<file path="src/tcw_pkg.sv">
// Shared constants, types and codes for the text console writer
`default_nettype none

package tcw_pkg;

    localparam int COLUMNS      = 80;
    localparam int ROWS         = 25;
    localparam int CELL_COUNT   = COLUMNS * ROWS;
    localparam int SCROLL_CELLS = (ROWS - 1) * COLUMNS;

    localparam int OPCODE_W = 2;
    localparam int CHAR_W   = 8;
    localparam int COLOR_W  = 8;
    localparam int INDEX_W  = 11;
    localparam int POS_W    = 11;
    localparam int CELL_W   = CHAR_W + COLOR_W;

    localparam int ADDR_W = $clog2(CELL_COUNT);
    localparam int CNT_W  = $clog2(CELL_COUNT + 1);
    localparam int COL_W  = (COLUMNS > 1) ? $clog2(COLUMNS) : 1;
    localparam int ROW_W  = (ROWS > 1) ? $clog2(ROWS) : 1;

    localparam int QUEUE_DEPTH = 2;
    localparam int QPTR_W      = $clog2(QUEUE_DEPTH);
    localparam int QCNT_W      = $clog2(QUEUE_DEPTH + 1);

    localparam logic [CHAR_W-1:0]  BLANK_CHAR   = 8'h20;
    localparam logic [COLOR_W-1:0] WHITE_ATTR   = 8'd15;
    localparam logic [CHAR_W-1:0]  NEWLINE_CODE = 8'd10;
    localparam logic [CELL_W-1:0]  BLANK_CELL   = {WHITE_ATTR, BLANK_CHAR};

    typedef enum logic [OPCODE_W-1:0] {
        OP_PUT   = 2'd0,
        OP_CLEAR = 2'd1,
        OP_READ  = 2'd2,
        OP_SPARE = 2'd3
    } opcode_t;

    typedef enum logic [2:0] {
        CMD_PUT,
        CMD_NEWLINE,
        CMD_CLEAR,
        CMD_READ,
        CMD_NOP
    } cmd_kind_t;

    typedef struct packed {
        cmd_kind_t          kind;
        logic [CHAR_W-1:0]  ch;
        logic [COLOR_W-1:0] color;
        logic [ADDR_W-1:0]  addr;
    } cmd_t;

endpackage

`default_nettype wire

</file>
<file path="src/tcw_queue.sv">
// Short command queue between the front and back ends
`default_nettype none

module tcw_queue import tcw_pkg::*; (
    input  logic clk,
    input  logic rst_n,
    input  cmd_t push_data,
    input  logic push_valid,
    output logic push_ready,
    output cmd_t pop_data,
    output logic pop_valid,
    input  logic pop
);

    cmd_t              entry_reg [QUEUE_DEPTH];
    logic [QPTR_W-1:0] wr_ptr_reg;
    logic [QPTR_W-1:0] rd_ptr_reg;
    logic [QCNT_W-1:0] count_reg;
    logic              do_push;
    logic              do_pop;

    assign push_ready = count_reg != QCNT_W'(QUEUE_DEPTH);
    assign pop_valid  = count_reg != '0;
    assign pop_data   = entry_reg[rd_ptr_reg];
    assign do_push    = push_valid && push_ready;
    assign do_pop     = pop && pop_valid;

    always_ff @(posedge clk)
    begin
        if (do_push)
        begin
            entry_reg[wr_ptr_reg] <= push_data;
        end
    end

    always_ff @(posedge clk or negedge rst_n)
    begin
        if (!rst_n)
        begin
            wr_ptr_reg <= '0;
            rd_ptr_reg <= '0;
            count_reg  <= '0;
        end
        else
        begin
            if (do_push)
            begin
                wr_ptr_reg <= (wr_ptr_reg == QPTR_W'(QUEUE_DEPTH - 1)) ? '0 : wr_ptr_reg + 1'b1;
            end
            if (do_pop)
            begin
                rd_ptr_reg <= (rd_ptr_reg == QPTR_W'(QUEUE_DEPTH - 1)) ? '0 : rd_ptr_reg + 1'b1;
            end
            if (do_push && !do_pop)
            begin
                count_reg <= count_reg + 1'b1;
            end
            else if (do_pop && !do_push)
            begin
                count_reg <= count_reg - 1'b1;
            end
        end
    end

endmodule

`default_nettype wire

</file>
<file path="config.mk">
export PLATFORM = sky130hd
export DESIGN_NAME = tcw_queue
export DESIGN_NICKNAME = d
export VERILOG_FILES = /design/src/tcw_pkg.sv /design/src/tcw_queue.sv
export SDC_FILE = /design/constraint.sdc
export NUM_CORES = 1
export LEC_CHECK = 0
export BUFFER_PORTS_ARGS = -buffer_cell sky130_fd_sc_hd__buf_2
export CORE_MARGIN = 2
export CORE_UTILIZATION = 45
export DETAILED_ROUTE_END_ITERATION = 16
export PLACE_DENSITY = 0.79
export RECOVER_POWER = 25
export SLEW_MARGIN = 20
export SYNTH_ARGS = -nofsm -noshare
export SYNTH_HDL_FRONTEND = slang
export SYNTH_SLANG_ARGS = --single-unit
</file>
<file path="constraint.sdc">
create_clock -name clk -period 2.4 [get_ports clk]
set_input_delay 0.24 -clock clk [delete_from_list [all_inputs] [get_ports clk]]
set_output_delay 0.24 -clock clk [all_outputs]
set_load 0.05 [all_outputs]
</file>
; Word level (Yosys, flattened, before mapping)
; Memory sizes are Yosys's and may differ from the RTL's.
; Index checks and enable logic that the tools add are counted.
[totals]
regBits = 4
latchBits = 0
mem_bits_rw = 60
romBits = 0
inputBits = 34
output_inout_bits = 32
elab_cells = 23
mem_count = 1
[mem_list]
columns = memory, depth, width, rd, rd_ports_with_merged_regs, wr, line_no
row1 = entry_reg, 2, 30, 1, 0, 1, tcw_queue.sv:15  ; cmd_t entry_reg [QUEUE_DEPTH];
[op_classes]
addsub = 4
n_mul = 0
div_mod_pow = 0
order_cmp = 0
eq_ne = 1
shift = 0
muxes = 6
bitwise_logic = 0
reduce_logical = 8
[ops]
columns = op, count
row1 = $logic_and 1x1->1, 4
row2 = $mux 1, 4
row3 = $mux 2, 2
row4 = $reduce_bool 2->1, 2
row5 = $add 1x1->1 const B, 2
row6 = $add 2x1->2 const B, 1
row7 = $logic_not 1->1, 2
row8 = $ne 2x2->1 const B, 1
row9 = $sub 2x1->2 const B, 1

; Longest topological paths before layout
; Gate-level depths: netlist of run 1.
[logic_depth]
word_depth = 6
ltp_mapped = 7
ltp_nobuf = 7

; Least setup slack after synthesis of run 1
; Ideal clock, no wire load.
[synth_timing]
kind = register -> register
startpoint = reg count_reg[0]
endpoint = mem entry_reg[0][0] in the netlist's numbering, enable pin
setup_ns = 0.417
t_arrival_ns = 2.039
required_ns = 1.983
slack_ns = -0.056
path_stages_with_launch = 4
path_buffers = 0
synth_period_minus_slack_ns = 2.456
cell_sequence = dfrtp_1 > nand2b_4 > nand2_1 > nor2_1
[synth_between]
elab_chain_cells = 4
[synth_rtl]
columns = element, line_no
row1 = start: declaration, tcw_queue.sv:18  ; logic [QCNT_W-1:0] count_reg;
row2 = start signal: assignment, tcw_queue.sv:56  ; count_reg <= count_reg + 1'b1;
row3 = start signal: assignment, tcw_queue.sv:60  ; count_reg <= count_reg - 1'b1;
row4 = $ne 2x2->1, tcw_queue.sv:22  ; assign push_ready = count_reg != QCNT_W'(QUEUE_DEPTH);
row5 = net push_ready, tcw_queue.sv:9  ; output logic push_ready,
row6 = $logic_and 1x1->1, tcw_queue.sv:25  ; assign do_push = push_valid && push_ready;
row7 = $mux 1, tcw_queue.sv:30  ; if (do_push)
row8 = $mux 1 (implied by the code), tcw_queue.sv:32  ; entry_reg[wr_ptr_reg] <= push_data;
row9 = end: declaration, tcw_queue.sv:15
; The timed path passes the listed nets, and every way through them passes these cells.

==> impl_results.md, run 1 <==
* Outcome: finished, final reports clean
* Initial Util at 46.7%
* Vias per std cell at approximately 4.7
* First-iteration detailed-routing DRC count at 63
* Detail Route met2 WL at approximately 2000 um
* Row count at 26
* Final hold vios at 0
* Gr usage total at 14.1%
* Clock slew at reported path FFs at roughly 0.070 ns
* Cells along the critical path: buf_4 -> mux2_2 -> buf_2
* Antenna violations before repair at 0
* Fin crit period at between 1.5 and 2 ns
* Via count at roughly 1200
* Compound-Gate Fraction of Synth Area at 0%
* Die area at between 5000 and 6000 sq um
* Pins Over Slew Limit at 0
* LEAKAGE at 1.14 nW
* Fin nets at about 220
* Mean Syn Cell Area at around 21 sq um
* Post-Synth XOR/XNOR Area at about 1.8%
* Leading cell type in the layout, fill and taps excluded: buf_2
* CP max FO at 31
* Max Freq at between 0.5 and 0.6 GHz
* DRT Wirelength at 3820 um
* Met3 wire length at roughly 190 um
* CP max stage delay at 0.41 ns
* Antenna Violating Nets Remaining at 0
* Yosys warnings at 0
* Finished Cell Area at between 2000 and 3000 sq um
* DP Area at around 2800 sq um
* Sequential-to-total area share from yosys stat at 79.7%
* Worst path top cell family by delay: buffers and inverters
* Commonest cells after routing, fill and taps aside: 62 x buf_2, 60 x edfxtp_1, 30 x mux2_2
* CTS HTree Levels at 3
* Arrival @ worst endpoint at 1.64 ns
* TritonCTS Buffers at 9
* Area Growth Syn to Fin at 25.3%
* WP buf/inv at 2
* Seq pwr share at a little under two fifths
* Grt ovf at 0
* Synth Area in Simple Gates at 2.15%
* CP endpoint kind: output port
* CP startpoint kind: flop
* Setup tns final at 0 ns
* Setup CP Type: flop to output port
* Combinational share of power at between 40% and 50%
* Setup Buffers After CTS at 0
* Post-Synth Adder-Cell Area at less than 1%
* Global-route wire length before repair at approximately 6100 um
* Layout Skew at around 0.0064 ns
* Max-Cap Viols at 0
* Num ports at between 60 and 70
* PwrDens at 1450 nW/um^2
* Die outline width at between 70 and 80 um
* VDD IR max at 0.540 mV
* CTS tree: built
* PnR Total Power at 4.32 mW
* Gpl congestion at 0.712
* Buffers added on ports at 65
* Slew Limit Headroom at 72.7%
* Slowest CP cell: mux2_2
* Top Layer Used: met4
* Fin crit share at 78.4%
* Tightest Pin Transition at ~0.41 ns
* Sw Ratio at 41.3%
* Cell Area, Synth at 2380 sq um
* Root Driver: clkbuf_8
* Vias in the first global route at between 1000 and 1500
* Mean routed wirelength per cell at roughly 15 um
* Largest net degree at the start of global routing at 32
* Main combinational cell family by area after synthesis: multiplexers
* Core box area at between 5000 and 6000 sq um
* ANT cells at 0
* Clk sinks at between 60 and 70
* Worst setup margin at a little over 0.5 ns
* Gate Count Post-Synth at around 110
* Pre-CTS setup slack at 0.846 ns
* Max clock buf depth at 2
* Clock share of power at about a fifth
* Req. time, crit path at 2.16 ns
* Final routed DRC violation total at 0
* DRT met1 WL at 1570 um
* Net Count, Synth at 146
* Psw at about 1.8 mW
* Worst-Skew Late Latency at roughly 0.33 ns
* Dpl hpwl at approximately 2400 um
* Die height at about 77 um
* Final setup fails at 0
* Synthesized flop and latch total at between 60 and 70
* RSZ-0062 raised after global routing: false
* Max FFs per register at 60
* Synth unique cells at 14
* Cell-internal power at between 2 and 3 mW
* Multiplexer area fraction after synthesis at between 10% and 20%
* Min-Delay Path Class: input pin to flop
* Layout cells sized above 1 at 58.5%
* DRT Pass-1 Iters at 4
==> through the flow <==
step | utilization [%] | hold slack (ns) | std cells
finish | 58.5 | 0.0975 | 263
global route | 58.5 | 0.0867 | 263
CTS | 58.6 | 0.0831 | 263
detailed placement | 54.7 | 0.0547 | 246
global placement | 54.7 | 0.0510 | 246
floorplan | - | -0.0556 | 111
==> final timing paths <==
check                        startpoint                to  slack (ns)  depth (start not counted)
max                          rd_ptr_reg       pop_data[9]        0.52                          3
min                        push_data[2]   entry_reg[0][2]         0.1                          1
max reg2reg                count_reg[0]  entry_reg[0][29]        0.88                          4
min reg2reg                count_reg[1]      count_reg[1]        0.55                          1
max in group asynchronous         rst_n        rd_ptr_reg        2.02                          2
min in group asynchronous         rst_n        wr_ptr_reg        0.25                          2
==> worst register-to-register path: stages, from the launching register on <==
cell      delay (ns)
dfrtp_1         0.41
nand2b_4        0.16
nand2_1         0.13
nor2_4          0.10
buf_4           0.37
==> final cells by class <==
| class | instances | area [sq um] |
|---|---|---|
| multi-input combinational | 43 | 453 |
| tap | 70 | 87.6 |
| fill | 412 | 2120 |
| timing repair buffer | 69 | 354 |
| sequential | 64 | 1900 |
| clock buffer | 10 | 128 |
| clock inverter | 6 | 60.1 |
| inverter | 1 | 3.75 |
==> synthesized netlist by cell type <==
library cell  number  area (sq um)
and3_1             1          6.26
buf_6              3          33.8
dfrtp_1            4           100
edfxtp_1          60          1800
ha_1               1          12.5
inv_1              1          3.75
mux2_2            30           338
nand2_1            1          3.75
nand2_4            1          11.3
nand2b_4           1          13.8
nor2_1             2          7.51
or2_4              1          8.76
xnor2_1            3          26.3
xor2_1             2          17.5
==> layer usage <==
metal  up-vias  track usage, %
li1        583               -
met1       609            15.9
met2        42            23.6
met3         7            4.00
met4         0            8.73
met5         -               0
==> power groups by stage <==
stage	clock network (mW)	registers (mW)	logic, mW
6_report	0.861	1.61	1.84
2_1_floorplan	0	1.63	1.52
4_1_cts	0.884	1.62	1.87
5_1_grt	0.923	1.64	1.95
3_3_place_gp	0	1.62	1.86
3_5_place_dp	0	1.64	1.86
==> cells by family (layout without fill, tap and decap cells) <==
kind of cell,count (synthesis),after routing
buffers and inverters,4,86
muxes,30,30
adders and majority gates,1,1
DFF,64,64
xor gates and xnor gates,5,5
and+or+nand+nor,7,7
==> repair_timing <==
item,in CTS,in global routing
setup endpoints to repair,0,0
hold buffers,1,0
gates resized for setup,0,0
endpoints found under the hold margin,4,0
(Power assumes the default switching activity.)
==> run 2, diff against run 1 <==
PLACE_DENSITY = 0.76   (was 0.79)
clock period = 1.9 ns   (was 2.4 ns; I/O delays follow)
==> impl_results.md, run 2 (same netlist as run 1, synthesis figures left out) <==
* Fin nets at between 200 and 250
* Leading cell type in the layout, fill and taps excluded: buf_2
* Max-Cap Viols at 0
* First-iteration detailed-routing DRC count at 31
* Tightest Pin Transition at just over 0.4 ns
* Via count at between 1000 and 1500
* Clock slew at reported path FFs at 0.07 ns
* Setup tns final at 0 ns
* PwrDens at ~1900 nW/um^2
* Die outline width at 76.8 um
* TritonCTS Buffers at 9
* Clk sinks at 64
* Vias in the first global route at roughly 1400
* Max clock buf depth at 2
* Worst setup margin at 0.144 ns
* Die height at 76.8 um
* CP endpoint kind: output port
* Final Util at between 50 and 60%
* Pins Over Slew Limit at 0
* Gr usage total at 14.3%
* Hold_buf cts at 1
* Buffers added on ports at 65
* Gpl congestion at 0.831
* Setup CP Type: flop to output port
* Fin crit period at ~1.8 ns
* Largest net degree at the start of global routing at 31
* LEAKAGE at approximately 1.2 nW
* Num ports at between 60 and 70
* Row count at 26
* Final hold vios at 0
* Area Growth Syn to Fin at 28.0%
* Slew Limit Headroom at 72.8%
* Grt ovf at 0
* Commonest cells after routing, fill and taps aside: 61 x buf_2, 60 x edfxtp_1, 30 x mux2_2
* RSZ-0062 raised after global routing: false
* Setup Buffers After CTS at 0
* Fin crit share at between 90% and 100%
* Outcome: finished, final reports clean
* DRT Pass-1 Iters at 2
* Initial Util at ~47%
* Layout Skew at a little under 0.004 ns
* R2R cell count at 7
* Final setup fails at 0
* Layout cells sized above 1 at 58.2%
* Pre-CTS setup slack at around 0.35 ns
* Min-Delay Path Class: input pin to flop
* Die area at about 5900 sq um
* Worst-Skew Late Latency at roughly 0.33 ns
* Core box area at 5110 sq um
* VDD IR max at approximately 0.86 mV
* ANT cells at 0
* CTS tree: built
* Global-route wire length before repair at about 6200 um
* Root Driver: clkbuf_8
* Dpl hpwl at between 2000 and 3000 um
* CTS HTree Levels at 3
* CP max FO at 20
* Worst hold path cell count at 1
* Mean routed wirelength per cell at 14.6 um
* Max FFs per register at 60
* CP startpoint kind: flop
* DRT Wirelength at 3860 um
* Antenna violations before repair at 0
* Max Freq at ~0.57 GHz
* PostCTS Resize Cnt at 0
* Antenna Violating Nets Remaining at 0
* Req. time, crit path at about 1.7 ns
* Arrival @ worst endpoint at around 1.6 ns
* Final routed DRC violation total at 0
* Vias per std cell at roughly 4.7
## run 2: critical path, cell delays in order, from the launching register on
cell and delay (ns):
dfrtp_1 0.35, buf_4 0.28, mux2_2 0.38, buf_2 0.22
## run 2: final timing paths
path / startpoint / end / slack [ns]
worst max-delay path: rd_ptr_reg / pop_data[27] / 0.14
worst min-delay path: push_data[19] / entry_reg[0][19] / 0.05
worst max register to register: count_reg[0] / count_reg[1] / 0.33
worst min register to register: count_reg[1] / count_reg[1] / 0.57
max in group asynchronous: rst_n / count_reg[1] / 1.58
min in group asynchronous: rst_n / count_reg[0] / 0.20
## run 2: stage by stage
step	hold WS, ns	power, mW	instances	instance area [sq um]
after floorplan	-0.106	3.98	111	2390
final	0.0463	5.76	264	3050
after CTS	0.0221	5.83	264	3060
after global routing	0.0274	6.01	264	3050
after detailed placement	0.000465	4.47	247	2810
after global placement	-0.00319	4.40	247	2810
## run 2: layer usage
metal / up-vias / GRT usage (%) / routed length, um / share of wire, %
met5: - / 0 / 0 / 0
met4: 0 / 10.2 / 100 / 2.6
met3: 10 / 4.24 / 240 / 6.2
met2: 51 / 23.9 / 2020 / 52
met1: 582 / 15.5 / 1500 / 39
li1: 585 / - / - / -
## run 2: final cells by class
type                            count  area, sq um
Fill cell                         424         2050
Sequential cell                    64         1900
Multi-Input combinational cell     43          453
Timing Repair Buffer               70          373
Clock buffer                        9          124
Clock inverter                      7          110
Tap cell                           70         87.6
Inverter                            1         3.75
## run 2: where the power goes
group | internal, mW | leakage, nW | switching, mW
combinational | 0.699 | 0.450 | 1.68
sequential | 1.94 | 0.604 | 0.110
clock | 0.859 | 0.114 | 0.480
==> run 3, diff against run 2 <==
ABC_AREA = 1   (was not set)
==> impl_results.md, run 3 <==
* Outcome: finished, final reports clean
* Setup CP Type: flop to output port
* Dpl hpwl at about 2700 um
* CP endpoint kind: output port
* Final routed DRC violation total at 0
* CTS HTree Levels at 3
* DRT Wirelength at roughly 4100 um
* Synthesized flop and latch total at 64
* Leading cell type in the layout, fill and taps excluded: nand2_1
* Buffers added on ports at between 60 and 70
* R2R cell count at 9
* Die outline width at between 70 and 80 um
* CP startpoint kind: flop
* Storage element area at 1900 sq um
* Mean routed wirelength per cell at around 12 um
* Antenna Violating Nets Remaining at 0
* Gr usage total at 15.5%
* Max Freq at 0.581 GHz
* Antenna violations before repair at 0
* Commonest cells after routing, fill and taps aside: 99 x nand2_1, 62 x buf_2, 60 x edfxtp_1
* Largest net degree at the start of global routing at 32
* Multi-input logic area at between 400 and 500 sq um
* Fin crit period at around 1.7 ns
* Reg2reg start: count_reg[0]
* Initial Util at a little under half
* Vias per std cell at between 4 and 5
* Root Driver: clkbuf_8
* RSZ-0062 raised after global routing: false
* Worst-Skew Late Latency at between 0.3 and 0.4 ns
* Final setup fails at 0
* CP max FO at 19
* Pins Over Slew Limit at 0
* R2r setup slk at 0.36 ns
* Max clock buf depth at 2
* CP endpoint: pop_data[12]
* Req. time, crit path at between 1.5 and 2 ns
* Max-Cap Viols at 0
* Top-count cell post-synth: nand2_1
* Final hold vios at 0
* Gate Count Post-Synth at roughly 190
* Yosys warnings at 0
* Clk sinks at 64
* CTS tree: built
* Largest cells by area after synthesis: edfxtp_1 75%, nand2_1 16%, dfrtp_1 4.2%
* Mean Syn Cell Area at 12.9 sq um
* Synth unique cells at 12
* Cell Area, Synth at around 2400 sq um
* Gpl congestion at around 0.70
* Slew Limit Headroom at between 70% and 80%
* Tightest Pin Transition at around 0.35 ns
* Setup tns final at 0 ns
* Die area at around 6000 sq um
* First-iteration detailed-routing DRC count at 58
* Clock slew at reported path FFs at 0.07 ns
* Commonest cells post-synth: 100 x nand2_1, 60 x edfxtp_1, 6 x buf_2, 6 x inv_1, 4 x dfrtp_1
* Vias in the first global route at approximately 1500
* Leading area contributor after synthesis: edfxtp_1
* Via count at ~1500
* Fin nets at 298
* Arrival @ worst endpoint at 1.53 ns
* DRT Pass-1 Iters at 4
* Worst r2r dst: count_reg[1]
* Die height at roughly 77 um
* ANT cells at 0
* Grt ovf at 0
* Layout cells sized above 1 at roughly a third
* Setup Buffers After CTS at 0
* Sequential-to-total area share from yosys stat at 79.7%
* Num ports at 66
* Min-Delay Path Class: input pin to flop
* Number of flops mapped to enable cells by yosys at 60
* Share of flip-flops with an asynchronous set or reset at around 6.3%
* Filler cells at about 440
* Layout Skew at around 0.0063 ns
* Net Count, Synth at 220
* Ys flop type: edfxtp_1
* Global-route wire length before repair at roughly 6900 um
* Fin crit share at 90.6%
* Top cell type's share of synthesized area at 75.5%
* Area Growth Syn to Fin at 26.7%
* Worst Setup SP: rd_ptr_reg
* TritonCTS Buffers at 9
* Core box area at around 5000 sq um
* Max FFs per register at 60
* Row count at 26
-- run 3: changes by cell type in the layout (fill, tap and decap cells not counted), moves of 2 or more --
cell	delta
buf_4	+4
bufinv_16	-2
clkinv_2	+3
inv_1	+5
mux2_2	-30
nand2_1	+98
nand3_1	+2
xnor2_1	-2
-- run 3: timing repair --
action | in CTS | in global routing
hold buffers | 1 | 0
resized for setup | 0 | 1
hold endpoints to repair | 4 | 0
endpoints found under the setup margin | 0 | 3
-- run 3: metal layers --
metal	up-vias	GRT usage [%]	share of wire, %
met1	711	16.3	41
met5	-	0	0
met3	8	5.41	5.5
met4	0	7.09	1.8
li1	769	-	-
met2	49	27.9	51
-- run 3: final cells by class --
cell class                      count  share of cell area [%]
Clock inverter                      5                    1.61
Inverter                            7                   0.910
Timing Repair Buffer               73                    12.7
Multi-Input combinational cell    108                    14.8
Sequential cell                    64                    62.9
Clock buffer                       10                    4.22
Tap cell                           70                    2.90
-- run 3: kinds of logic after synthesis --
kind of cell	synth area share (%)
xor+xnor	0.734
fa+ha+maj	0.524
buf+inv	2.36
flops	79.7
simple gates	16.7
-- run 3: through the flow --
step           setup WS (ns)  area, sq um  instances  utilization (%)  hold WS, ns
5_1_grt               0.0495         3020        337             59.2       0.0335
6_report               0.178         3020        337             59.2       0.0491
3_3_place_gp           0.431         2840        321             55.6      0.00310
3_5_place_dp           0.353         2840        321             55.6      0.00627
4_1_cts               0.0927         3030        337             59.3       0.0372
2_1_floorplan         0.0937         2400        185                -       -0.106
-- run 3: worst min-delay path by stage --
stage                             start               end  slack [ns]  cells past startpoint
after floorplan                   rst_n      count_reg[0]       -0.11                      0
after global placement            rst_n      count_reg[0]       0.003                      1
after detailed placement          rst_n      count_reg[0]       0.006                      1
after CTS                  push_data[1]   entry_reg[1][1]        0.04                      1
after global routing       push_data[1]   entry_reg[1][1]        0.03                      1
final                     push_data[23]  entry_reg[0][23]        0.05                      1
-- run 3: worst max-delay path, cell delays in order, from the launching register on --
cell and delay, ns:
dfrtp_1 0.36, clkinv_2 0.25, buf_4 0.26, nand2_1 0.06, nand2_1 0.06, buf_2 0.21
Power of run 3 is left out: the tool's default activity adds up to more than one toggle a clock period on the data nets, which glitch-free logic cannot reach.
