[config.mk]
export PLATFORM = sky130hd
export DESIGN_NAME = tcw_front_flat
export DESIGN_NICKNAME = d
export VERILOG_FILES = /design/src/tcw_pkg.sv /design/src/tcw_in_if.sv /design/src/tcw_front.sv /design/src/flat_wrapper.sv
export SDC_FILE = /design/constraint.sdc
export NUM_CORES = 1
export LEC_CHECK = 0
export BUFFER_PORTS_ARGS = -buffer_cell sky130_fd_sc_hd__buf_2
export CAP_MARGIN = 20
export CORE_AREA = 2 2 39 41
export DETAILED_ROUTE_END_ITERATION = 8
export DIE_AREA = 0 0 41 43
export PLACE_DENSITY = 0.76
export SYNTH_ARGS = -nofsm -noshare
export SYNTH_HDL_FRONTEND = slang
export SYNTH_SLANG_ARGS = --single-unit
[constraint.sdc]
create_clock -name vclk -period 0.8
set_input_delay 0.12 -clock vclk [all_inputs]
set_output_delay 0.12 -clock vclk [all_outputs]
set_load 0.02 [all_outputs]
[src/tcw_pkg.sv]
// Shared constants, types and codes for the text console writer
`default_nettype none

package tcw_pkg;

    localparam int COLUMNS      = 80;
    localparam int ROWS         = 25;
    localparam int CELL_COUNT   = COLUMNS * ROWS;
    localparam int SCROLL_CELLS = (ROWS - 1) * COLUMNS;

    localparam int OPCODE_W = 2;
    localparam int CHAR_W   = 8;
    localparam int COLOR_W  = 8;
    localparam int INDEX_W  = 11;
    localparam int POS_W    = 11;
    localparam int CELL_W   = CHAR_W + COLOR_W;

    localparam int ADDR_W = $clog2(CELL_COUNT);
    localparam int CNT_W  = $clog2(CELL_COUNT + 1);
    localparam int COL_W  = (COLUMNS > 1) ? $clog2(COLUMNS) : 1;
    localparam int ROW_W  = (ROWS > 1) ? $clog2(ROWS) : 1;

    localparam int QUEUE_DEPTH = 2;
    localparam int QPTR_W      = $clog2(QUEUE_DEPTH);
    localparam int QCNT_W      = $clog2(QUEUE_DEPTH + 1);

    localparam logic [CHAR_W-1:0]  BLANK_CHAR   = 8'h20;
    localparam logic [COLOR_W-1:0] WHITE_ATTR   = 8'd15;
    localparam logic [CHAR_W-1:0]  NEWLINE_CODE = 8'd10;
    localparam logic [CELL_W-1:0]  BLANK_CELL   = {WHITE_ATTR, BLANK_CHAR};

    typedef enum logic [OPCODE_W-1:0] {
        OP_PUT   = 2'd0,
        OP_CLEAR = 2'd1,
        OP_READ  = 2'd2,
        OP_SPARE = 2'd3
    } opcode_t;

    typedef enum logic [2:0] {
        CMD_PUT,
        CMD_NEWLINE,
        CMD_CLEAR,
        CMD_READ,
        CMD_NOP
    } cmd_kind_t;

    typedef struct packed {
        cmd_kind_t          kind;
        logic [CHAR_W-1:0]  ch;
        logic [COLOR_W-1:0] color;
        logic [ADDR_W-1:0]  addr;
    } cmd_t;

endpackage

`default_nettype wire

[src/tcw_in_if.sv]
// Request channel: operation beats into the console
`default_nettype none

interface tcw_in_if import tcw_pkg::*; ();
    logic                valid;
    logic                ready;
    logic [OPCODE_W-1:0] opcode;
    logic [CHAR_W-1:0]   char_code;
    logic [COLOR_W-1:0]  color;
    logic [INDEX_W-1:0]  cell_index;

    modport source (output valid, output opcode, output char_code, output color,
                    output cell_index, input ready);
    modport sink   (input valid, input opcode, input char_code, input color,
                    input cell_index, output ready);
endinterface

`default_nettype wire

[src/tcw_front.sv]
// Front end: takes request beats and decodes them into back-end commands
`default_nettype none

module tcw_front import tcw_pkg::*; (
    tcw_in_if.sink request,
    input  logic   enable,
    output cmd_t   cmd,
    output logic   cmd_valid,
    input  logic   cmd_ready
);

    logic in_range;

    assign in_range      = 32'(request.cell_index) < CELL_COUNT;
    assign request.ready = cmd_ready && enable;
    assign cmd_valid     = request.valid && enable;

    always_comb
    begin
        cmd.ch    = request.char_code;
        cmd.color = request.color;
        cmd.addr  = ADDR_W'(request.cell_index);
        unique case (opcode_t'(request.opcode))
            OP_PUT:
            begin
                cmd.kind = (request.char_code == NEWLINE_CODE) ? CMD_NEWLINE : CMD_PUT;
            end
            OP_CLEAR: cmd.kind = CMD_CLEAR;
            OP_READ:
            begin
                cmd.kind = in_range ? CMD_READ : CMD_NOP;
            end
            OP_SPARE: cmd.kind = CMD_NOP;
        endcase
    end

endmodule

`default_nettype wire

[src/flat_wrapper.sv]
// flat-port wrapper written by rule: the top's interface ports become plain ports
module tcw_front_flat import tcw_pkg::*;
  (enable, cmd, cmd_valid, cmd_ready, request_valid, request_opcode, request_char_code, request_color, request_cell_index, request_ready);
  tcw_in_if request_i ();
  input  logic enable;
  output cmd_t cmd;
  output logic cmd_valid;
  input  logic cmd_ready;
  input wire logic [$bits(request_i.valid)-1:0] request_valid;
  input wire logic [$bits(request_i.opcode)-1:0] request_opcode;
  input wire logic [$bits(request_i.char_code)-1:0] request_char_code;
  input wire logic [$bits(request_i.color)-1:0] request_color;
  input wire logic [$bits(request_i.cell_index)-1:0] request_cell_index;
  output wire logic [$bits(request_i.ready)-1:0] request_ready;
  assign request_i.valid = request_valid;
  assign request_i.opcode = request_opcode;
  assign request_i.char_code = request_char_code;
  assign request_i.color = request_color;
  assign request_i.cell_index = request_cell_index;
  assign request_ready = request_i.ready;
  tcw_front u_core (.request(request_i), .enable(enable), .cmd(cmd), .cmd_valid(cmd_valid), .cmd_ready(cmd_ready));
endmodule
Yosys cells after proc, flatten, opt, wreduce, memory -nomap -nowiden --
Index checks and enable logic that the tools add are counted.
Word-level totals: bits in registers 0, bits of input ports 32, output and inout bits 32
Operators by class: $lt $le $gt $ge 1, equal/unequal tests 4, mux-type cells 3, reduce and logical (&&, ||, !) cells 3
Operators with widths (number):
- 3-bit case mux with 4 select lines | 1
- 11-bit less-than comparator (second input constant) | 1
- 8-bit by 4-bit equality test with 1-bit output (second input constant) | 1
- 2-bit equality test (second input constant) | 2
- 3-bit two-way mux | 1
- 2-bit by 1-bit equality test with 1-bit output (second input constant) | 1
- 1-bit logical AND | 2
- 2-bit logical NOT | 1
- 1-bit two-way mux | 1

Longest topological paths before layout --
Gate-level depths: netlist of the first run.
word-level depth 3, depth in mapped cells 3, depth with buffers taken out 3

Worst setup path before layout of the first run --
OpenSTA, ideal clock, no wires.
path kind input -> output, from input request_char_code[5], to output cmd[27] (netlist bit), arrival 850 ps, data required time 680 ps, path slack -170 ps, stages on the path 3, path buffers 0, cells stage by stage nor4_2 nand4b_1 a21oi_1
RTL lines:
- from (decl) | line flat_wrapper.sv:11 | input wire logic [$bits(request_i.char_code)-1:0] request_char_code;
- to (decl) | line flat_wrapper.sv:6 | output cmd_t cmd;

==> results of run 1 <==
placed cells by master, fill, tap and decap left out:
master / instances
sky130_fd_sc_hd__buf_8: 1
sky130_fd_sc_hd__mux2i_2: 1
sky130_fd_sc_hd__and2_1: 2
sky130_fd_sc_hd__nand4_1: 1
sky130_fd_sc_hd__nor4_4: 1
sky130_fd_sc_hd__nand4b_1: 1
sky130_fd_sc_hd__o21ai_2: 1
sky130_fd_sc_hd__buf_4: 2
sky130_fd_sc_hd__nor2_1: 1
sky130_fd_sc_hd__o21a_1: 1
sky130_fd_sc_hd__nor3b_1: 1
sky130_fd_sc_hd__buf_6: 8
sky130_fd_sc_hd__o21ai_4: 1
sky130_fd_sc_hd__buf_2: 30
sky130_fd_sc_hd__a21oi_2: 1
cell usage after synthesis, drive strengths merged:
cell type  count  share of area
nand4b         1          0.031
o21ai          2          0.035
a21oi          1          0.017
nor3b          1          0.026
buf           27           0.71
nor4           1          0.044
o21a           1          0.026
nor2           1          0.013
and2           2          0.044
nand4          1          0.022
mux2i          1          0.035
per-layer routing:
metal  global-route usage  up-vias
met5                    0        -
met4                    0        0
met3               0.0314        0
met2                0.150       24
met1               0.0538      125
li1                     -      130
logic make-up (layout without fill, tap and decap cells):
kind of cell / count (synthesis) / in the layout
compound gates: 4 / 4
buf+inv: 27 / 41
mux: 1 / 1
simple gates: 7 / 7
where the power goes:
part	switching (W)	leakage, nW	total (W)	internal, W
logic	0.000134	0.211	0.000260	0.000126
clock network	0	0	0	0
registers	0	0	0	0
total	0.000134	0.211	0.000260	0.000126
per-stage QoR:
step                instance area, sq um  total power [W]  setup TNS, ns  hold slack [ns]   util
finish                               405         0.000260         -0.339            0.240  0.293
global placement                     328         0.000216         -0.542            0.240  0.237
global route                         405         0.000280         -0.481            0.240  0.293
detailed placement                   328         0.000219         -0.551            0.240  0.237
floorplan                            303         0.000243        -0.0637            0.282      -
CTS                                  398         0.000257         -0.373            0.240  0.288
worst max-delay path, delay by kind of cell:
family                 cells  cell delay [ns]
AO/OA/AOI/OAI              1             0.15
buffers and inverters      2             0.23
AND/OR/NAND/NOR            2             0.40
worst max path at each step:
stage	end	start	slack [ns]	cells after the start
3_5_place_dp	cmd[27]	request_char_code[5]	-0.26	5
2_1_floorplan	cmd[27]	request_char_code[5]	-0.06	3
6_report	cmd[27]	request_char_code[4]	-0.22	5
3_3_place_gp	cmd[27]	request_char_code[5]	-0.24	5
5_1_grt	cmd[27]	request_char_code[4]	-0.29	5
4_1_cts	cmd[27]	request_char_code[6]	-0.24	5
final cells by class:
cell class | count | share of cell area
multi-input cells | 12 | 0.284
well taps | 16 | 0.0494
repair buffers | 41 | 0.667
timing repair:
| item | in CTS | in global routing |
|---|---|---|
| gates resized for setup | 14 | 2 |
| endpoints found under the setup margin | 3 | 3 |
| pin swaps | 6 | 3 |
==> impl_summary.log, run 1 <==
[metrics] proportion of synthesized chip area in sequential cells: 0
[metrics] buffer count from post-CTS setup fixing: 0
[metrics] number of antenna-violating nets in the routed design: 0
[metrics] DRT Wirelength: 705 um
[metrics] total core area: 1380 sq um
[metrics] total of hold buffers inserted after clock tree synthesis: 0
[metrics] crit path cell chain: buf_6 -> nor4_4 -> nand4b_1 -> a21oi_2 -> buf_6
[metrics] Cells after Synth: 39
[metrics] Post-Synthesis Net Count: 71
[metrics] min setup slack post-route: -0.221 ns
[metrics] area delta synth->final: 41.5%
[metrics] multiplexer fraction of the synthesized cell area: 0.0349
[metrics] placed cell count: 69
[metrics] Worst Hold End: cmd[18]
[metrics] Vert. Die Dim: 43 um
[metrics] largest stage delay on the critical path: 0.26 ns
[metrics] final instance count without filler cells: 69
[metrics] first-pass iteration count of the detailed router: 1
[metrics] data arrival time at the worst-slack endpoint: 0.90 ns
[metrics] Diodes inserted: 0
[metrics] Initial DRC Count: 0
[metrics] wire length of the first global-routing pass: 959 um
[metrics] number of fill cells: 149
[metrics] count of standard-cell rows: 14
[metrics] number of antenna violations at the first check in global routing: 0
[metrics] CP startpoint kind: input pin
[metrics] post-detailed-route DRC marker count: 0
[metrics] worst hold path type: in2out
[metrics] die footprint: 1760 sq um
[metrics] violated checks: negative setup slack
[metrics] final hold vios: 0
[metrics] Unique masters post-synth: 11
[metrics] via count of the first global-routing pass: 253
[metrics] largest net degree at the start of global routing: 4
[metrics] global-route usage over all layers: 0.0709
[metrics] Power Density: 642 nW/um^2
[metrics] final period utilization: 1.28
[metrics] xor and xnor fraction of the mapped netlist area: 0
[metrics] seq_cells: 0
[metrics] Tightest Pin Transition: 0.197 ns
[metrics] Worst Hold Launch: request_color[7]
[metrics] highest metal layer used by the detailed router: met3
[metrics] I/O pin count: 64
[metrics] max-capacitance violation count: 0
[metrics] routability cong.: 0.486
[metrics] fin. max-slew vios: 0
[metrics] total overflow reported by the global router: 0
[metrics] required time of the critical path: 0.68 ns
[metrics] total number of yosys warnings: 0
[metrics] Worst Path Max Fanout: 2
[metrics] most repeated library cell on the critical path: sky130_fd_sc_hd__buf_6
[metrics] share of cells above drive strength 1: 0.868
[metrics] critical path capture point type: output pin
[metrics] cell at the slowest stage of the critical path: sky130_fd_sc_hd__nor4_4
[metrics] # clk buffers: 0
[metrics] Tmin final: 1.02 ns
[metrics] post-synthesis compound-gate area fraction: 0.0786
[metrics] synthesized area: 287 sq um
[metrics] total setup violations reported at the end of the flow: 3
[metrics] number of buffer cells added on primary ports: 40
[metrics] average routed wire per standard cell: 10.2 um
[metrics] RSZ-0062 raised after global routing: true
[metrics] die width: 41 um
[metrics] worst supply voltage drop on vdd: 0.137 mV
[metrics] HPWL Detailed: 576 um
[metrics] leakage: 0.211 nW
[metrics] detailed route wirelength on metal2: 444 um
[metrics] post-synthesis adder-cell area fraction: 0
[metrics] area used by multi-input combinational logic: 115 sq um
[metrics] Worst Hold Depth: 0
[metrics] worst relative slew slack: 0.868
[metrics] Max Clock Freq: 979 MHz
[metrics] crit path kind: in2out
[metrics] starting utilization of the core area: 0.207
[metrics] syn avg cell area: 7.35 sq um
[metrics] main combinational cell family by area after synthesis: buffers and inverters
[metrics] status: finished with violations
[metrics] worst slack at placement: -0.256 ns
[metrics] area fraction in and, or, nand and nor cells after synthesis: 0.179
[metrics] final-stage net count: 87
[metrics] sequential cell area: 0 sq um
[metrics] Routed met1 length: 177 um
[metrics] routed vias: 279
[metrics] length of routed met3 wiring: 83 um
[metrics] average via count per standard cell: 4.04
Note: power is estimated with default switching activity, not from simulation.
==> inputs of run 2 (changes only) <==
==> constraint.sdc (replaced) <==
create_clock -name vclk -period 1.05
set_input_delay 0.1575 -clock vclk [all_inputs]
set_output_delay 0.1575 -clock vclk [all_outputs]
set_load 0.02 [all_outputs]
==> impl_summary.log, run 2 (same netlist as run 1, synthesis figures left out) <==
[metrics] total core area: 1380 sq um
[metrics] post-detailed-route DRC marker count: 0
[metrics] worst hold slack across all endpoints: 0.315 ns
[metrics] average routed wire per standard cell: 10.2 um
[metrics] count of buffering cells on the critical path with inverters included: 2
[metrics] DRT Wirelength: 701 um
[metrics] routability cong.: 0.658
[metrics] largest net degree at the start of global routing: 4
[metrics] category of cells accounting for the largest share of critical-path delay: simple AND/OR/NAND/NOR gates
[metrics] required time of the critical path: 0.89 ns
[metrics] I/O pin count: 64
[metrics] leakage: 0.199 nW
[metrics] cell at the slowest stage of the critical path: sky130_fd_sc_hd__nor4_4
[metrics] Vert. Die Dim: 43 um
[metrics] commonest cells after routing, fill and taps aside: sky130_fd_sc_hd__buf_2, sky130_fd_sc_hd__buf_4, sky130_fd_sc_hd__and2_1
[metrics] total overflow reported by the global router: 0
[metrics] first-pass iteration count of the detailed router: 1
[metrics] number of buffer cells added on primary ports: 40
[metrics] starting utilization of the core area: 0.207
[metrics] worst relative slew slack: 0.877
[metrics] count of standard-cell rows: 14
[metrics] worst supply voltage drop on vdd: 0.117 mV
[metrics] Diodes inserted: 0
[metrics] number of antenna-violating nets in the routed design: 0
[metrics] total setup violations reported at the end of the flow: 1
[metrics] total design power: 0.000181 W
[metrics] final period utilization: 1.05
[metrics] number of fill cells: 161
[metrics] seq_cells: 0
[metrics] die footprint: 1760 sq um
[metrics] crit path cell chain: buf_8 -> nor4_4 -> nand4b_1 -> a21oi_2 -> buf_4
[metrics] violated checks: negative setup slack
[metrics] final-stage net count: 87
[metrics] fin. max-slew vios: 0
[metrics] worst hold path type: in2out
[metrics] sequential cell area: 0 sq um
[metrics] HPWL Detailed: 639 um
[metrics] max-capacitance violation count: 0
[metrics] area delta synth->final: 25.8%
[metrics] worst slack at placement: -0.117 ns
[metrics] via count of the first global-routing pass: 255
[metrics] post-detailed-placement cell area: 312 sq um
[metrics] average via count per standard cell: 4.22
[metrics] total of hold buffers inserted after clock tree synthesis: 0
[metrics] most common cell after layout, fill and taps aside: sky130_fd_sc_hd__buf_2
[metrics] Power Density: 503 nW/um^2
[metrics] Tightest Pin Transition: 0.184 ns
[metrics] final hold vios: 0
[metrics] Layout Cell Area excl Fill: 360 sq um
[metrics] number of antenna violations at the first check in global routing: 0
[metrics] routed vias: 291
[metrics] die width: 41 um
[metrics] CP startpoint kind: input pin
[metrics] final design utilization: 0.260
[metrics] min setup slack post-route: -0.0536 ns
[metrics] critical path capture point type: output pin
[metrics] crit path kind: in2out
[metrics] largest stage delay on the critical path: 0.25 ns
[metrics] Max Clock Freq: 906 MHz
[metrics] wire length of the first global-routing pass: 917 um
[metrics] Worst Path Max Fanout: 2
[metrics] # clk buffers: 0
[metrics] data arrival time at the worst-slack endpoint: 0.95 ns
[metrics] RSZ-0062 raised after global routing: true
[metrics] Tmin final: 1.10 ns
[metrics] share of cells above drive strength 1: 0.849
[metrics] status: finished with violations
[metrics] global-route usage over all layers: 0.0719
[metrics] Initial DRC Count: 0
==> run 2: cell count changes in the layout (fill, tap and decap cells not counted) <==
| cell | change |
|---|---|
| sky130_fd_sc_hd__buf_6 | -7 |
| sky130_fd_sc_hd__buf_2 | +6 |
| sky130_fd_sc_hd__buf_4 | +1 |
| sky130_fd_sc_hd__mux2i_1 | +1 |
| sky130_fd_sc_hd__mux2i_2 | -1 |
==> run 2: path summary, 6_finish.rpt <==
check,from,end,slack (ns),cells after the start
max,request_char_code[6],cmd[27],-0.05,5
min,request_color[6],cmd[17],0.32,0
==> run 2: layer usage <==
layer / vias up / global-route usage / part of all wire
met4: 0 / 0.0200 / 0.019
li1: 130 / - / -
met2: 31 / 0.144 / 0.48
met1: 124 / 0.0633 / 0.30
met3: 6 / 0.0157 / 0.20
met5: - / 0 / 0
==> run 2: timing repair <==
item,4_1_cts,5_1_grt
pin swaps,3,1
gates resized for setup,5,7
buffers inserted,0,0
setup endpoints to repair,2,2
==> run 2: area by class of cell <==
type | instances | area, sq um | share of cell area
timing repair buffer | 41 | 229 | 0.635
multi-input combinational | 12 | 111 | 0.309
tap | 16 | 20.0 | 0.0556
==> run 2: metrics by stage <==
stage,setup TNS (ns),instances
finish,-0.0536,69
floorplan,0,39
CTS,-0.0774,69
detailed placement,-0.165,69
global route,-0.138,69
global placement,-0.122,69
==> run 2: power breakdown <==
group	switching, W	internal (W)	leakage (nW)	total (W)
clock network	0	0	0	0
registers	0	0	0	0
logic	0.000102	0.0000792	0.199	0.000181
total	0.000102	0.0000792	0.199	0.000181
==> inputs of run 3 (changes only) <==
--- a/config.mk
+++ b/config.mk
@@ -10,7 +10,8 @@
 export CORE_AREA = 2 2 39 41
 export DETAILED_ROUTE_END_ITERATION = 8
 export DIE_AREA = 0 0 41 43
-export PLACE_DENSITY = 0.76
+export GPL_TIMING_DRIVEN = 0
+export PLACE_DENSITY = 0.73
 export SYNTH_ARGS = -nofsm -noshare
 export SYNTH_HDL_FRONTEND = slang
 export SYNTH_SLANG_ARGS = --single-unit
==> constraint.sdc (replaced) <==
create_clock -name vclk -period 1.4
set_input_delay 0.21 -clock vclk [all_inputs]
set_output_delay 0.21 -clock vclk [all_outputs]
set_load 0.02 [all_outputs]
==> impl_summary.log, run 3 (same netlist as run 1, synthesis figures left out) <==
[metrics] number of gates resized after CTS: 0
[metrics] cell at the slowest stage of the critical path: sky130_fd_sc_hd__nor4_2
[metrics] count of buffering cells on the critical path with inverters included: 2
[metrics] Worst Path Max Fanout: 2
[metrics] most common cell after layout, fill and taps aside: sky130_fd_sc_hd__buf_2
[metrics] Layout Cell Area excl Fill: 567 sq um
[metrics] routability cong.: 0.661
[metrics] worst hold slack across all endpoints: 0.636 ns
[metrics] category of cells accounting for the largest share of critical-path delay: simple AND/OR/NAND/NOR gates
[metrics] required time of the critical path: 1.19 ns
[metrics] status: complete, no violations
[metrics] Setup Total Neg Slack: 0 ns
[metrics] crit path kind: in2out
[metrics] worst relative slew slack: 0.862
[metrics] Power Density: 374 nW/um^2
[metrics] share of cells above drive strength 1: 0.879
[metrics] data arrival time at the worst-slack endpoint: 1.05 ns
[metrics] HPWL Detailed: 818 um
[metrics] critical path capture point type: output pin
[metrics] total of hold buffers inserted after clock tree synthesis: 0
[metrics] post-detailed-placement cell area: 567 sq um
[metrics] average via count per standard cell: 3.86
[metrics] Worst Hold Depth: 2
[metrics] routed vias: 413
[metrics] max-capacitance violation count: 0
[metrics] Worst Hold End: cmd[3]
[metrics] # clk buffers: 0
[metrics] largest net degree at the start of global routing: 5
[metrics] post-detailed-route DRC marker count: 0
[metrics] total core area: 1380 sq um
[metrics] worst hold path type: in2out
[metrics] wire length of the first global-routing pass: 1.09 mm
[metrics] sequential cell area: 0 sq um
[metrics] fin. max-slew vios: 0
[metrics] Diodes inserted: 0
[metrics] area delta synth->final: 97.8%
[metrics] total design power: 0.000212 W
[metrics] Max Clock Freq: 791 MHz
[metrics] final-stage net count: 125
[metrics] average routed wire per standard cell: 7.86 um
[metrics] die width: 41 um
[metrics] die footprint: 1760 sq um
[metrics] number of buffer cells added on primary ports: 52
[metrics] starting utilization of the core area: 0.207
[metrics] number of antenna-violating nets in the routed design: 0
[metrics] most repeated library cell on the critical path: sky130_fd_sc_hd__buf_2
[metrics] commonest cells after routing, fill and taps aside: sky130_fd_sc_hd__buf_2, sky130_fd_sc_hd__buf_4, sky130_fd_sc_hd__o21ai_0, sky130_fd_sc_hd__and2_1
[metrics] leakage: 0.360 nW
[metrics] Worst Hold Launch: request_cell_index[3]
[metrics] total overflow reported by the global router: 0
[metrics] Initial DRC Count: 0
[metrics] buffer count from post-CTS setup fixing: 0
[metrics] number of antenna violations at the first check in global routing: 0
[metrics] Tightest Pin Transition: 0.205 ns
[metrics] first-pass iteration count of the detailed router: 1
[metrics] DRT Wirelength: 841 um
[metrics] worst supply voltage drop on vdd: 0.159 mV
[metrics] final hold vios: 0
[metrics] seq_cells: 0
[metrics] largest stage delay on the critical path: 0.26 ns
[metrics] total setup violations reported at the end of the flow: 0
[metrics] CP startpoint kind: input pin
[metrics] global-route usage over all layers: 0.0829
[metrics] Vert. Die Dim: 43 um
[metrics] count of standard-cell rows: 14
[metrics] final period utilization: 0.903
[metrics] crit path cell chain: buf_2 -> nor4_2 -> nand4b_1 -> a21oi_1 -> buf_2
[metrics] RSZ-0062 raised after global routing: false
[metrics] via count of the first global-routing pass: 321
[metrics] I/O pin count: 64
[metrics] Tmin final: 1.26 ns
[run 3: cell count changes in the layout (fill, tap and decap cells not counted), sizes merged]
cell | previous run | this run
buf | 41 | 79
[run 3: power by group]
| part | switching [W] | total [W] | internal, W |
|---|---|---|---|
| combinational | 0.000106 | 0.000212 | 0.000106 |
| clock | 0 | 0 | 0 |
| sequential | 0 | 0 | 0 |
| total | 0.000106 | 0.000212 | 0.000106 |
[run 3: area by class of cell]
class / instances / area (sq um)
buffer: 27 / 203
fill: 150 / 817
multi-input combinational: 12 / 83.8
tap: 16 / 20.0
timing repair buffer: 52 / 260
[run 3: worst max path at each step]
stage	cells past startpoint	slack, ns	to	startpoint
2_1_floorplan	3	0.25	cmd[27]	request_char_code[5]
3_3_place_gp	5	0.12	cmd[27]	request_char_code[5]
3_5_place_dp	5	0.12	cmd[27]	request_char_code[5]
4_1_cts	5	0.11	cmd[27]	request_char_code[5]
5_1_grt	5	0.06	cmd[27]	request_char_code[5]
6_report	5	0.14	cmd[27]	request_char_code[5]
[run 3: per-layer routing]
metal | vias up | GRT usage | part of all wire | routed length (um)
met5 | - | 0 | 0 | 0
met2 | 38 | 0.172 | 0.50 | 421
met3 | 0 | 0.00524 | 0.14 | 120
met1 | 168 | 0.0854 | 0.36 | 299
met4 | 0 | 0 | 0 | 0
li1 | 207 | - | - | -
[run 3: through the flow]
step	std cells	setup WS (ns)	utilization
3_5_place_dp	107	0.122	0.410
4_1_cts	107	0.112	0.410
5_1_grt	107	0.0630	0.410
6_report	107	0.136	0.410
2_1_floorplan	39	0.250	-
3_3_place_gp	107	0.118	0.410
